==> config.mk <==
export PLATFORM = sky130hd
export DESIGN_NAME = elps_div
export DESIGN_NICKNAME = d
export VERILOG_FILES = /design/src/rtl/elps_pkg.sv /design/src/rtl/elps_div.sv
export SDC_FILE = /design/constraint.sdc
export NUM_CORES = 1
export LEC_CHECK = 0
export BUFFER_PORTS_ARGS = -buffer_cell sky130_fd_sc_hd__buf_2
export CORE_UTILIZATION = 45
export DETAILED_ROUTE_END_ITERATION = 10
export GPL_ROUTABILITY_DRIVEN = 0
export PLACE_DENSITY = 0.83
export SYNTH_ARGS = -nofsm -noshare
export SYNTH_HDL_FRONTEND = slang
export SYNTH_SLANG_ARGS = --single-unit
==> constraint.sdc <==
create_clock -name i_clk -period 3.3 [get_ports i_clk]
set_input_delay 0.33 -clock i_clk [delete_from_list [all_inputs] [get_ports i_clk]]
set_output_delay 0.33 -clock i_clk [all_outputs]
set_load 0.03 [all_outputs]
==> src/rtl/elps_pkg.sv <==
// Shared constants and types for the epsilon lexicase parent selection block.
package elps_pkg;
    localparam int IND_W   = 8;
    localparam int CASE_W  = 6;
    localparam int ERR_W   = 32;
    localparam int ADDR_W  = IND_W + CASE_W;
    localparam int NUM_IND = 1 << IND_W;
    localparam int NUM_CASE = 1 << CASE_W;
    localparam int CNT_W   = IND_W + 1;
    localparam int DIV_W   = 2 * ERR_W + IND_W;

    localparam logic [1:0] OP_LOAD_ERR   = 2'd0;
    localparam logic [1:0] OP_LOAD_ORDER = 2'd1;
    localparam logic [1:0] OP_CONDITION  = 2'd2;
    localparam logic [1:0] OP_SELECT     = 2'd3;

    localparam logic [1:0] MODE_RAW = 2'd0;
    localparam logic [1:0] MODE_REL = 2'd1;
    localparam logic [1:0] MODE_ABS = 2'd2;
    localparam logic [1:0] MODE_STD = 2'd3;

    localparam logic [2:0] REG_NUM_CASES = 3'd0;
    localparam logic [2:0] REG_META      = 3'd1;
    localparam logic [2:0] REG_MODE      = 3'd2;
    localparam logic [2:0] REG_EPSILON   = 3'd3;
    localparam logic [2:0] REG_MAX_ERR   = 3'd4;

    localparam logic [ERR_W-1:0] FAIL_VALUE = ERR_W'(32'h0001_0000);

    typedef struct packed {
        logic start;
        logic done;
    } t_unit_ctl;
endpackage

==> src/rtl/elps_div.sv <==
// Bit-serial restoring divider: wide dividend by a narrow divisor.
module elps_div (
    input  logic                        i_clk,
    input  logic                        i_rst_n,
    input  logic                        i_start,
    input  logic [elps_pkg::DIV_W-1:0]  i_dividend,
    input  logic [elps_pkg::CNT_W-1:0]  i_divisor,
    output logic                        o_done,
    output logic [elps_pkg::DIV_W-1:0]  o_quotient
);
    import elps_pkg::*;

    localparam int STEP_W = $clog2(DIV_W + 1);

    logic [DIV_W-1:0]  r_q;
    logic [CNT_W-1:0]  r_rem, r_div;
    logic [STEP_W-1:0] r_cnt;
    logic              r_busy, r_done;
    logic [CNT_W:0]    w_sh;
    logic              w_ge;

    assign w_sh = {r_rem, r_q[DIV_W-1]};
    assign w_ge = w_sh >= {1'b0, r_div};

    always_ff @(posedge i_clk) begin
        if (!i_rst_n) begin
            r_busy <= 1'b0;
            r_done <= 1'b0;
            r_cnt  <= '0;
        end else begin
            r_done <= 1'b0;
            if (i_start) begin
                r_busy <= 1'b1;
                r_cnt  <= STEP_W'(DIV_W);
                r_q    <= i_dividend;
                r_div  <= i_divisor;
                r_rem  <= '0;
            end else if (r_busy) begin
                r_q   <= {r_q[DIV_W-2:0], w_ge};
                r_rem <= w_ge ? CNT_W'(w_sh - {1'b0, r_div}) : CNT_W'(w_sh);
                r_cnt <= r_cnt - 1'b1;
                if (r_cnt == STEP_W'(1)) begin
                    r_busy <= 1'b0;
                    r_done <= 1'b1;
                end
            end
        end
    end

    assign o_done     = r_done;
    assign o_quotient = r_q;
endmodule

==> key figures <==
Floorplan
  – Core ar.: 0.00986 sq mm
  – # IOs: 157
  – Num rows: 36
  – Initial core utilization: 46.7%
  – DIE AREA: about 0.011 sq mm
  – Die Wd: 103 um
  – Die H: around 100 um

Logic synthesis
  – Async SR Flop Fraction: 0%
  – Syn Area/Cell: 15.6 sq um
  – Post-Syn Instances: roughly 300
  – Synth cell types: 48
  – Net Count, Synth: 391
  – Synthesized area: 0.00460 sq mm
  – Post-synth EDFFs: 90
  – YS warnings: 0
  – Post-synthesis sequential area ratio: 62.6%
  – Ys flop type: edfxtp_1
  – Yosys reg bits: 99

Timing
  – Final max-slew violation count: 0
  – Clock Skew: 0.0127 ns
  – Max Fclk: 0.399 GHz
  – Setup ws final: 0.793 ns
  – Tightest Pin Transition: around 0.57 ns
  – RSZ-0062 raised after global routing: false
  – Final hold viol count: 0
  – Tmin final: between 2 and 3 ns
  – Relative slew slack: 61.8%
  – Setup Total Neg Slack: 0 ns
  – Final worst-path cycle share: between 70% and 80%
  – Hold Slack: 0.133 ns
  – Setup Viol. Count Final: 0

Routing
  – DRC viols: 0
  – Max layer used: met4
  – DR iter-0 viols: 73
  – Met2 WL: 4.60 mm
  – DRT Wirelength: ~9.5 mm
  – Drt wl/cell: 16.1 um
  – Avg Vias per Cell: 5.06
  – Post-route ant nets: 0
  – Met3 Wirelength: 783 um
  – Post-Route M1 WL: 3.99 mm
  – Drt pass-1 iters: 4
  – Via count: 2,993

Critical path
  – Slowest cell on the critical path: edfxtp_1
  – Critical-path maximum fanout: 14
  – Critical path buffer and inverter count: 2
  – Crit path DAT: 2.64 ns
  – CP Launch Type: register
  – CP endpoint kind: register
  – Cell mode on critical path: inv_1
  – Critical path data required time: 3.43 ns
  – CP delay by family, top: compound AO/OA/AOI/OAI gates
  – CP max stage delay: 0.42 ns
  – Worst-path cell chain: inv_1 -> ha_1 -> inv_1 -> fa_1 -> a21o_1 -> a221oi_4 -> a31oi_4 -> mux2_2
  – CP Class: reg2reg

Pwr
  – Gate power share: 20.5%
  – Max IR drop VDD: around 450 uV
  – Switching pwr: 814 uW
  – Sw Share: 28.1%
  – Reg power frac: between 50% and 60%
  – Clock power frac: 26.6%
  – P_int: 2.08 mW
  – Pleak: 2.33 nW
  – P per Cell Area: 505 mW/mm^2
  – Pwr Total: 2.89 mW

CTS
  – Clock root buffer: clkbuf_8
  – CTS tree: yes
  – Total CTS buffers: 9
  – Post-CTS setup repair buffer count: 0
  – Clk slew on worst S/H paths: 0.09 ns
  – Sink Count: 99
  – H-tree depth: 3
  – # resized after CTS: 0
  – Hold Buf Count CTS: 0
  – Max clock buf depth: 2
  – Skew-Pair Late Insertion Delay: 0.38 ns

Layout
  – Sequential cell area: 0.00288 sq mm
  – Share of layout cells above drive strength 1: 55.9%
  – Finished Cell Area: around 0.0057 sq mm
  – Fin nets: between 500 and 600
  – Multi-input logic area: 0.00162 sq mm
  – Most common cell after layout, fill and taps aside: buf_2
  – Most frequent cells in the layout: 155 x buf_2, 90 x edfxtp_1, 72 x mux2_2
  – N_diodes: 0
  – Final non-filler cell total: just under 600
  – Layout area overhead: 24.5%
  – Fin util: 58.1%
  – Filler cells: 787

Global routing
  – Initial antenna violation count: 0
  – First-pass GRT wire length: 14.0 mm
  – Gr usage total: between 15 and 20%
  – GRT Residual Overflow: 0
  – Vias in the first global route: 2,869
  – Largest net degree at the start of global routing: 48

Placed design
  – Post-DP Area: 0.00554 sq mm
  – DP Worst Slack: 0.803 ns
  – Port Buffers: 156
  – Placed insts: roughly 580
  – Post-DP HPWL: 6.76 mm

Flow run
  – Max-Cap Viols: 0

Outcome
  – Outcome: completed

Min path
  – Hold WC Path Type: in2reg
## synth_stat cells, types with 4 or more instances
cell type / count / area share [%]
a21oi_1: 4 / 0.43
clkbuf_1: 7 / 0.57
dfxtp_1: 9 / 3.9
edfxtp_1: 90 / 59
ha_1: 11 / 3.0
inv_1: 15 / 1.2
mux2_2: 72 / 18
nand2_1: 6 / 0.49
nor2_1: 15 / 1.2
o21a_1: 4 / 0.65
xnor2_1: 6 / 1.1
## cell families after synthesis
group                    synth area share, %
multiplexers                            18.6
AND/OR/NAND/NOR                         5.14
flip-flops                              62.6
buffers and inverters                   2.39
AO/OA/AOI/OAI                           6.14
adder cells (fa/ha/maj)                 3.42
XOR/XNOR                                1.71
## state kept, by name, summed over array words and instances, names as in the netlist
name        count
r_busy          1
r_div           9
o_quotient     72
r_cnt           7
o_done          1
r_rem           9
## layer usage
layer / up-vias / track usage [%]
met3: 9 / 8.34
li1: 1431 / -
met4: 0 / 5.74
met5: - / 0
met1: 1434 / 21.0
met2: 119 / 29.4
## area by class of cell
type | instances | share of cell area, %
flip-flops and latches | 99 | 50.3
multi-input cells | 169 | 28.2
repair buffers | 159 | 14.3
well taps | 133 | 2.90
clock buffers | 9 | 2.16
clock inverters | 7 | 1.16
inverters | 15 | 0.982
## path summary, 6_finish.rpt
check / from / endpoint / slack, ns / cells after the start
setup reg to reg: o_quotient[71] / o_quotient[0] / 0.79 / 8
hold / removal: i_divisor[5] / r_div[5] / 0.13 / 1
setup / recovery: o_quotient[71] / o_quotient[0] / 0.79 / 8
hold reg to reg: r_cnt[6] / o_done / 0.49 / 1
## power by group through the flow
stage               clock network [mW]  logic [mW]  registers (mW)
finish                           0.769       0.595            1.53
global route                     0.838       0.642            1.54
CTS                              0.796       0.599            1.53
detailed placement                   0       0.596            1.56
global placement                     0       0.579            1.55
floorplan                            0       0.320            1.67
Power figures use the tool's default switching activity.
