File: config.mk
export PLATFORM = sky130hd
export DESIGN_NAME = elps_sqrt
export DESIGN_NICKNAME = d
export VERILOG_FILES = /design/src/rtl/elps_pkg.sv /design/src/rtl/elps_sqrt.sv
export SDC_FILE = /design/constraint.sdc
export NUM_CORES = 1
export LEC_CHECK = 0
export BUFFER_PORTS_ARGS = -buffer_cell sky130_fd_sc_hd__buf_2
export CORE_MARGIN = 2
export CORE_UTILIZATION = 52
export CTS_CLUSTER_SIZE = 12
export DETAILED_ROUTE_END_ITERATION = 10
export PLACE_DENSITY = 0.83
export SETUP_SLACK_MARGIN = 0.15
export SYNTH_ARGS = -nofsm -noshare
export SYNTH_HDL_FRONTEND = slang
export SYNTH_SLANG_ARGS = --single-unit
File: constraint.sdc
create_clock -name i_clk -period 5.2 [get_ports i_clk]
set_input_delay 1.04 -clock i_clk [delete_from_list [all_inputs] [get_ports i_clk]]
set_output_delay 1.04 -clock i_clk [all_outputs]
set_load 0.005 [all_outputs]
File: src/rtl/elps_pkg.sv
// Shared constants and types for the epsilon lexicase parent selection block.
package elps_pkg;
    localparam int IND_W   = 8;
    localparam int CASE_W  = 6;
    localparam int ERR_W   = 32;
    localparam int ADDR_W  = IND_W + CASE_W;
    localparam int NUM_IND = 1 << IND_W;
    localparam int NUM_CASE = 1 << CASE_W;
    localparam int CNT_W   = IND_W + 1;
    localparam int DIV_W   = 2 * ERR_W + IND_W;

    localparam logic [1:0] OP_LOAD_ERR   = 2'd0;
    localparam logic [1:0] OP_LOAD_ORDER = 2'd1;
    localparam logic [1:0] OP_CONDITION  = 2'd2;
    localparam logic [1:0] OP_SELECT     = 2'd3;

    localparam logic [1:0] MODE_RAW = 2'd0;
    localparam logic [1:0] MODE_REL = 2'd1;
    localparam logic [1:0] MODE_ABS = 2'd2;
    localparam logic [1:0] MODE_STD = 2'd3;

    localparam logic [2:0] REG_NUM_CASES = 3'd0;
    localparam logic [2:0] REG_META      = 3'd1;
    localparam logic [2:0] REG_MODE      = 3'd2;
    localparam logic [2:0] REG_EPSILON   = 3'd3;
    localparam logic [2:0] REG_MAX_ERR   = 3'd4;

    localparam logic [ERR_W-1:0] FAIL_VALUE = ERR_W'(32'h0001_0000);

    typedef struct packed {
        logic start;
        logic done;
    } t_unit_ctl;
endpackage

File: src/rtl/elps_sqrt.sv
// Digit-by-digit integer square root, two radicand bits per cycle.
module elps_sqrt (
    input  logic                          i_clk,
    input  logic                          i_rst_n,
    input  logic                          i_start,
    input  logic [2*elps_pkg::ERR_W-1:0]  i_value,
    output logic                          o_done,
    output logic [elps_pkg::ERR_W-1:0]    o_root
);
    import elps_pkg::*;

    localparam int STEP_W = $clog2(ERR_W + 1);

    logic [2*ERR_W-1:0] r_v;
    logic [ERR_W+1:0]   r_rem;
    logic [ERR_W-1:0]   r_root;
    logic [STEP_W-1:0]  r_cnt;
    logic               r_busy, r_done;
    logic [ERR_W+1:0]   w_sh, w_trial;
    logic               w_ge;

    assign w_sh    = {r_rem[ERR_W-1:0], r_v[2*ERR_W-1 -: 2]};
    assign w_trial = {r_root, 2'b01};
    assign w_ge    = w_sh >= w_trial;

    always_ff @(posedge i_clk) begin
        if (!i_rst_n) begin
            r_busy <= 1'b0;
            r_done <= 1'b0;
            r_cnt  <= '0;
        end else begin
            r_done <= 1'b0;
            if (i_start) begin
                r_busy <= 1'b1;
                r_cnt  <= STEP_W'(ERR_W);
                r_v    <= i_value;
                r_rem  <= '0;
                r_root <= '0;
            end else if (r_busy) begin
                r_v    <= {r_v[2*ERR_W-3:0], 2'b00};
                r_rem  <= w_ge ? w_sh - w_trial : w_sh;
                r_root <= {r_root[ERR_W-2:0], w_ge};
                r_cnt  <= r_cnt - 1'b1;
                if (r_cnt == STEP_W'(1)) begin
                    r_busy <= 1'b0;
                    r_done <= 1'b1;
                end
            end
        end
    end

    assign o_done = r_done;
    assign o_root = r_root;
endmodule

==> flow_summary.ini, run 1 <==
[logic_synthesis]
yosysWarnings = 0
synthesis.nets = 737
yosysTopAreaCell = edfxtp_1
synth-seq-area-share_pct = 55.0
async_reset_ff_share_pct = 0
yosys.area.top_type_share_pct = 52.8
synth_common_cells = 128 x edfxtp_1, 88 x nor2_1, 62 x mux2_2
synthFlopType = edfxtp_1
synth_seq_cells = 136
syn_area_um2 = 7270
synth_area_per_cell_um2 = 11.5
yosysMostFrequentCell = edfxtp_1
synth_edf_count = 128
synth_cells = 634
ys_types = 51
synthTopCellsByArea = edfxtp_1 53%, mux2_2 9.6%, ha_1 6.2%

[pwr]
power_frac_comb_pct = 18.0
p_sw_share_pct = 26.2
p_per_area_nw_per_um2 = 372
clkPwrFrac_pct = 40.1
p_seq_share_pct = 41.9
p_leak_nw = 3.51
irDropWorstVdd_mv = 0.301
p_switching_w = 0.000836
p_total_w = 0.00319
intPower_w = 0.00235

[timing]
post-route-min-period_ns = 3.18
finClkSkew_ns = 0.00904
tightest_slew_ns = 0.854
rsz0062_at_grt = no
hold_violations = 0
tns_ns = 0
fmax_mhz = 314
slew_violations = 0
fin_crit_sh_pct = 61.2
setup_viol_count_final = 0
slew_headroom_pct = 43.1

[floorplan]
start_util_pct = 52.8
die_height_um = 122
ios = 100
die_w_um = 122
coreArea_um2 = 13800
die-area_um2 = 14900
rows = 43

[clock_network]
post_cts_buffers = 0
cts_tree = yes
hold_buffers = 0
clk_latency_ns = 0.42
cts_sinks = 136
cts_resized = 0
cts-root-buf = clkbuf_16
clock_path_buffers = 2
clkTransAtPathRegs_ns = 0.06
cts_made_buffers = 17
cts.htree.levels = 4

[global_routing]
grt_pass1_wl_mm = 24.4
grt_busiest_layer = met2
grt_max_degree = 68
grt-ovfl-total = 0
grtUsageMet1_pct = 24.5
grt_usage_pct = 20.8
grt_use_met2_pct = 34.9
grt_pass1_vias = 5244
grt_use_met3_pct = 8.27
antenna_found_initial = 0

[critical_path]
endpoint_kind = flop
criticalPathCategory = reg -> reg
cp_max_fo = 47
arrival_ns = 3.35
r2r_cells = 11
required_ns = 5.37
cpPeakStageDelay_ns = 0.43
crit_path_cell_trace = inv_1 -> ha_1 -> a21oi_1 -> o211ai_1 -> a21o_1 -> a221oi_1 -> a21oi_2 -> o21ai_2 -> buf_4 -> nor4_1 -> a311o_1
crit_slowest_cell = buf_4
crit_path_start_kind = flop

[route]
drt_pass1_iterations = 5
num_vias = 5115
drc = 0
antenna_left = 0
wl_mm = 14.8
first_iter_violations = 311
vias_per_cell = 5.54
wl_per_cell_um = 16.0

[final_layout]
multi_input_area_um2 = 2990
seq_area_um2 = 4000
num-nets-final = 834
drive_above_1_share_pct = 27.0
fin_util_pct = 62.2
fill_cells = 1082
syn2layout_area_growth_pct = 17.8
n_antenna_cell = 0

[flow_run]
maxCapViolations = 0

[worst_hold_path]
hold_path_class = reg -> reg
min_path_cells = 2

[placement]
hpwlAfterDp_mm = 10.4
place_congestion = 0.917
io_buffer_count = 99

[status]
run_status = finished clean
worst paths after layout:
| path | startpoint | to | slack [ns] |
|---|---|---|---|
| worst max-delay path | o_root[17] | r_rem[31] | 2.02 |
| worst min-delay path | r_cnt[1] | r_cnt[1] | 0.50 |
| worst max register to register | o_root[17] | r_rem[31] | 2.02 |
| worst min register to register | r_cnt[1] | r_cnt[1] | 0.50 |
power groups by stage:
stage | clock [W] | combinational, W | sequential [W]
floorplan | 0 | 0.000435 | 0.00135
global placement | 0 | 0.000550 | 0.00135
detailed placement | 0 | 0.000569 | 0.00136
CTS | 0.00130 | 0.000573 | 0.00134
global route | 0.00134 | 0.000643 | 0.00134
finish | 0.00128 | 0.000575 | 0.00134
critical path, delay by kind of cell (launching register included):
family / cells / cell delay (ns)
buffers and inverters: 2 / 0.50
adder cells (fa/ha/maj): 1 / 0.37
flip-flops: 1 / 0.36
AND/OR/NAND/NOR: 1 / 0.10
AO/OA/AOI/OAI: 7 / 1.60
per-stage QoR:
| stage | instance area [um2] | instances | hold slack (ns) | setup slack, ns |
|---|---|---|---|---|
| after floorplan | 7270 | 634 | 0.454 | 0.272 |
| after global placement | 7940 | 892 | 0.462 | 2.16 |
| after detailed placement | 7940 | 892 | 0.491 | 2.03 |
| after CTS | 8570 | 924 | 0.497 | 2.01 |
| after global routing | 8570 | 924 | 0.539 | 1.78 |
| final | 8570 | 924 | 0.497 | 2.02 |
sequential cells by signal, summed over array words and instances (netlist names):
register  count
o_done        1
o_root       32
r_busy        1
r_cnt         6
r_rem        32
r_v          64
placed cells by master (no fill, tap or decap), types with 4 or more instances in the layout:
master     synthesis  final
a211oi_1           4      4
a21o_1            14     14
a21oi_1           46     46
a31oi_1            4      4
buf_2              2     98
buf_4              0      4
bufinv_16          0      4
clkbuf_16          0     17
dfxtp_1            8      8
edfxtp_1         128    128
ha_1              36     36
inv_1             48     48
inv_6              0      4
mux2_2            62     62
mux2i_1            6      6
nand2_1           39     39
nand3_1            9      9
nand4_1            5      5
nor2_1            88     88
nor3_1             7      7
o21a_1             7      6
o21ai_0           17     17
o21bai_1           4      4
or3_1              5      5
xnor2_1           17     17
xor2_1            13     13
final cells by class:
cell class,count,area share [%]
Clock buffer,19,5.05
Clock inverter,13,2.26
Inverter,48,2.10
Multi-Input combinational cell,425,34.9
Sequential cell,136,46.7
Tap cell,180,2.63
Timing Repair Buffer,103,6.31
per-layer routing:
metal	share of wire (%)	vias to the layer above	routed length, um
met1	41	2429	6070
met2	50	173	7330
met3	7.8	27	1140
li1	-	2486	-
met5	0	-	0
met4	1.5	0	215
cells by family after synthesis:
kind of cell | synth area share (%)
and+or+nand+nor | 10.0
DFF | 55.0
AOI/OAI and AO/OA | 10.8
buffers and inverters | 3.91
muxes | 10.4
adders and majority gates | 6.19
xor gates and xnor gates | 3.61
Note: power is estimated with default switching activity, not from simulation.
==> run 2, diff against run 1 <==
==> constraint.sdc (replaced) <==
create_clock -name i_clk -period 2.55 [get_ports i_clk]
set_input_delay 0.51 -clock i_clk [delete_from_list [all_inputs] [get_ports i_clk]]
set_output_delay 0.51 -clock i_clk [all_outputs]
set_load 0.005 [all_outputs]
==> flow_summary.ini, run 2 (synthesis results as in run 1) <==
[status]
run_status = finished with violations
violations = negative setup slack

[pwr]
intPower_w = 0.00507
p_per_area_nw_per_um2 = 704
power_frac_comb_pct = 27.5
p_sw_share_pct = 28.8
p_leak_nw = 4.20
p_seq_share_pct = 38.5
irDropWorstVdd_mv = 0.481
p_switching_w = 0.00205
clkPwrFrac_pct = 34.1

[final_layout]
fin_util_pct = 73.4
mostFrequentLayoutCell = edfxtp_1
n_antenna_cell = 0
largest_register = r_v
syn2layout_area_growth_pct = 39.0
layout.cells.non_filler = 1047
fill_cells = 926
final_cell_mix = 128 x edfxtp_1, 107 x buf_4, 98 x buf_2
largest_register_ffs = 64
drive_above_1_share_pct = 46.7
num-nets-final = 957
fin_area_um2 = 10100

[clock_network]
cts_sinks = 136
clock_path_buffers = 2
cts.htree.levels = 4
cts_tree = yes
hold_buffers = 0
cts-root-buf = clkbuf_16
clkTransAtPathRegs_ns = 0.06
cts_made_buffers = 17
clk_latency_ns = 0.44

[timing]
finClkSkew_ns = 0.0146
hold_violations = 0
slew_headroom_pct = 62.6
setup_slack_ns = -0.252
setup_viol_count_final = 33
post-route-min-period_ns = 2.80
fin_crit_sh_pct = 110
rsz0062_at_grt = yes
fmax_mhz = 357
tightest_slew_ns = 0.560
slew_violations = 0

[global_routing]
grt_pass1_wl_mm = 27.3
grt_pass1_vias = 5813
grt-ovfl-total = 0
grt_use_met3_pct = 7.39
antenna_found_initial = 0
grt_busiest_layer = met2
grtUsageMet1_pct = 27.8
grt_use_met2_pct = 40.9
grt_usage_pct = 23.7
grt_max_degree = 45

[placement]
io_buffer_count = 99
dpl_cell_area_um2 = 8960
place_congestion = 0.922
dpl_worst_slack_ns = -0.169
dp.cells = 992
hpwlAfterDp_mm = 11.9

[route]
drt_pass1_iterations = 5
first_iter_violations = 454
wl_per_cell_um = 17.4
num_vias = 5830
wl_mm = 18.2
vias_per_cell = 5.57
antenna_left = 0
drc = 0

[critical_path]
crit_path_start_kind = flop
endpoint_kind = flop
crit_path_cell_trace = ha_1 -> o211ai_1 -> a211o_1 -> nand2_2 -> a31oi_4 -> o21ai_2 -> a31oi_2 -> and4_1 -> a311o_1
cp_top_family = compound AO/OA/AOI/OAI gates
arrival_ns = 2.98
crit_slowest_cell = edfxtp_1
cpPeakStageDelay_ns = 0.43
crit_buf_inv = 0
cp_max_fo = 6
criticalPathCategory = reg -> reg
required_ns = 2.73

[floorplan]
die-area_um2 = 14900
die_height_um = 122
die_w_um = 122
rows = 43
start_util_pct = 52.8
coreArea_um2 = 13800
ios = 100

[flow_run]
maxCapViolations = 0

[worst_hold_path]
hold_path_class = in -> reg
==> run 2: changes by cell type in the layout (fill, tap and decap cells not counted), moves of 8 or more <==
cell | previous run | this run
ha_1 | 36 | 24
ha_4 | 0 | 12
a21oi_2 | 1 | 27
buf_4 | 4 | 107
nor2_1 | 88 | 76
nor2_4 | 0 | 8
a21oi_1 | 46 | 18
buf_6 | 0 | 12
==> run 2: routing by layer <==
metal,up-vias,part of all wire (%)
met5,-,0
met4,0,2.4
met3,48,6.7
met2,230,51
met1,2814,40
li1,2738,-
==> run 2: final cells by class <==
cell class	count	area (um2)	share of cell area (%)
inverter	48	180	1.78
sequential	136	4000	39.6
multi-input combinational	425	3490	34.6
timing repair buffer	226	1630	16.1
clock inverter	15	151	1.50
clock buffer	17	425	4.21
tap	180	225	2.23
==> run 2: worst paths after layout <==
path              slack (ns)  cells past startpoint       start        end
setup reg to reg       -0.25                      9    r_rem[6]  r_rem[31]
hold / removal          0.36                      2  i_value[0]     r_v[0]
hold reg to reg         0.51                      2    r_cnt[1]   r_cnt[1]
setup / recovery       -0.25                      9    r_rem[6]  r_rem[31]
==> run 2: power groups by stage <==
| stage | Sequential [W] | Combinational (W) | Clock [W] |
|---|---|---|---|
| final | 0.00274 | 0.00196 | 0.00243 |
| after global routing | 0.00275 | 0.00210 | 0.00253 |
| after CTS | 0.00273 | 0.00171 | 0.00246 |
| after detailed placement | 0.00278 | 0.00155 | 0 |
| after global placement | 0.00277 | 0.00149 | 0 |
| after floorplan | 0.00276 | 0.000992 | 0 |
==> run 2: per-stage QoR <==
stage,setup TNS (ns),power (W),hold WS (ns)
2_1_floorplan,0,0.00375,0.454
3_3_place_gp,-0.574,0.00426,0.462
3_5_place_dp,-1.78,0.00432,0.495
4_1_cts,-3.25,0.00690,0.351
5_1_grt,-10.12,0.00739,0.358
6_report,-6.20,0.00712,0.361
==> run 2: timing repair <==
item | 4_1_cts | 5_1_grt
endpoints found under the setup margin | 32 | 33
pin swaps | 16 | 32
resized for setup | 37 | 46
hold endpoints to repair | 0 | 0
cloned | 1 | 2
setup buffers | 9 | 11
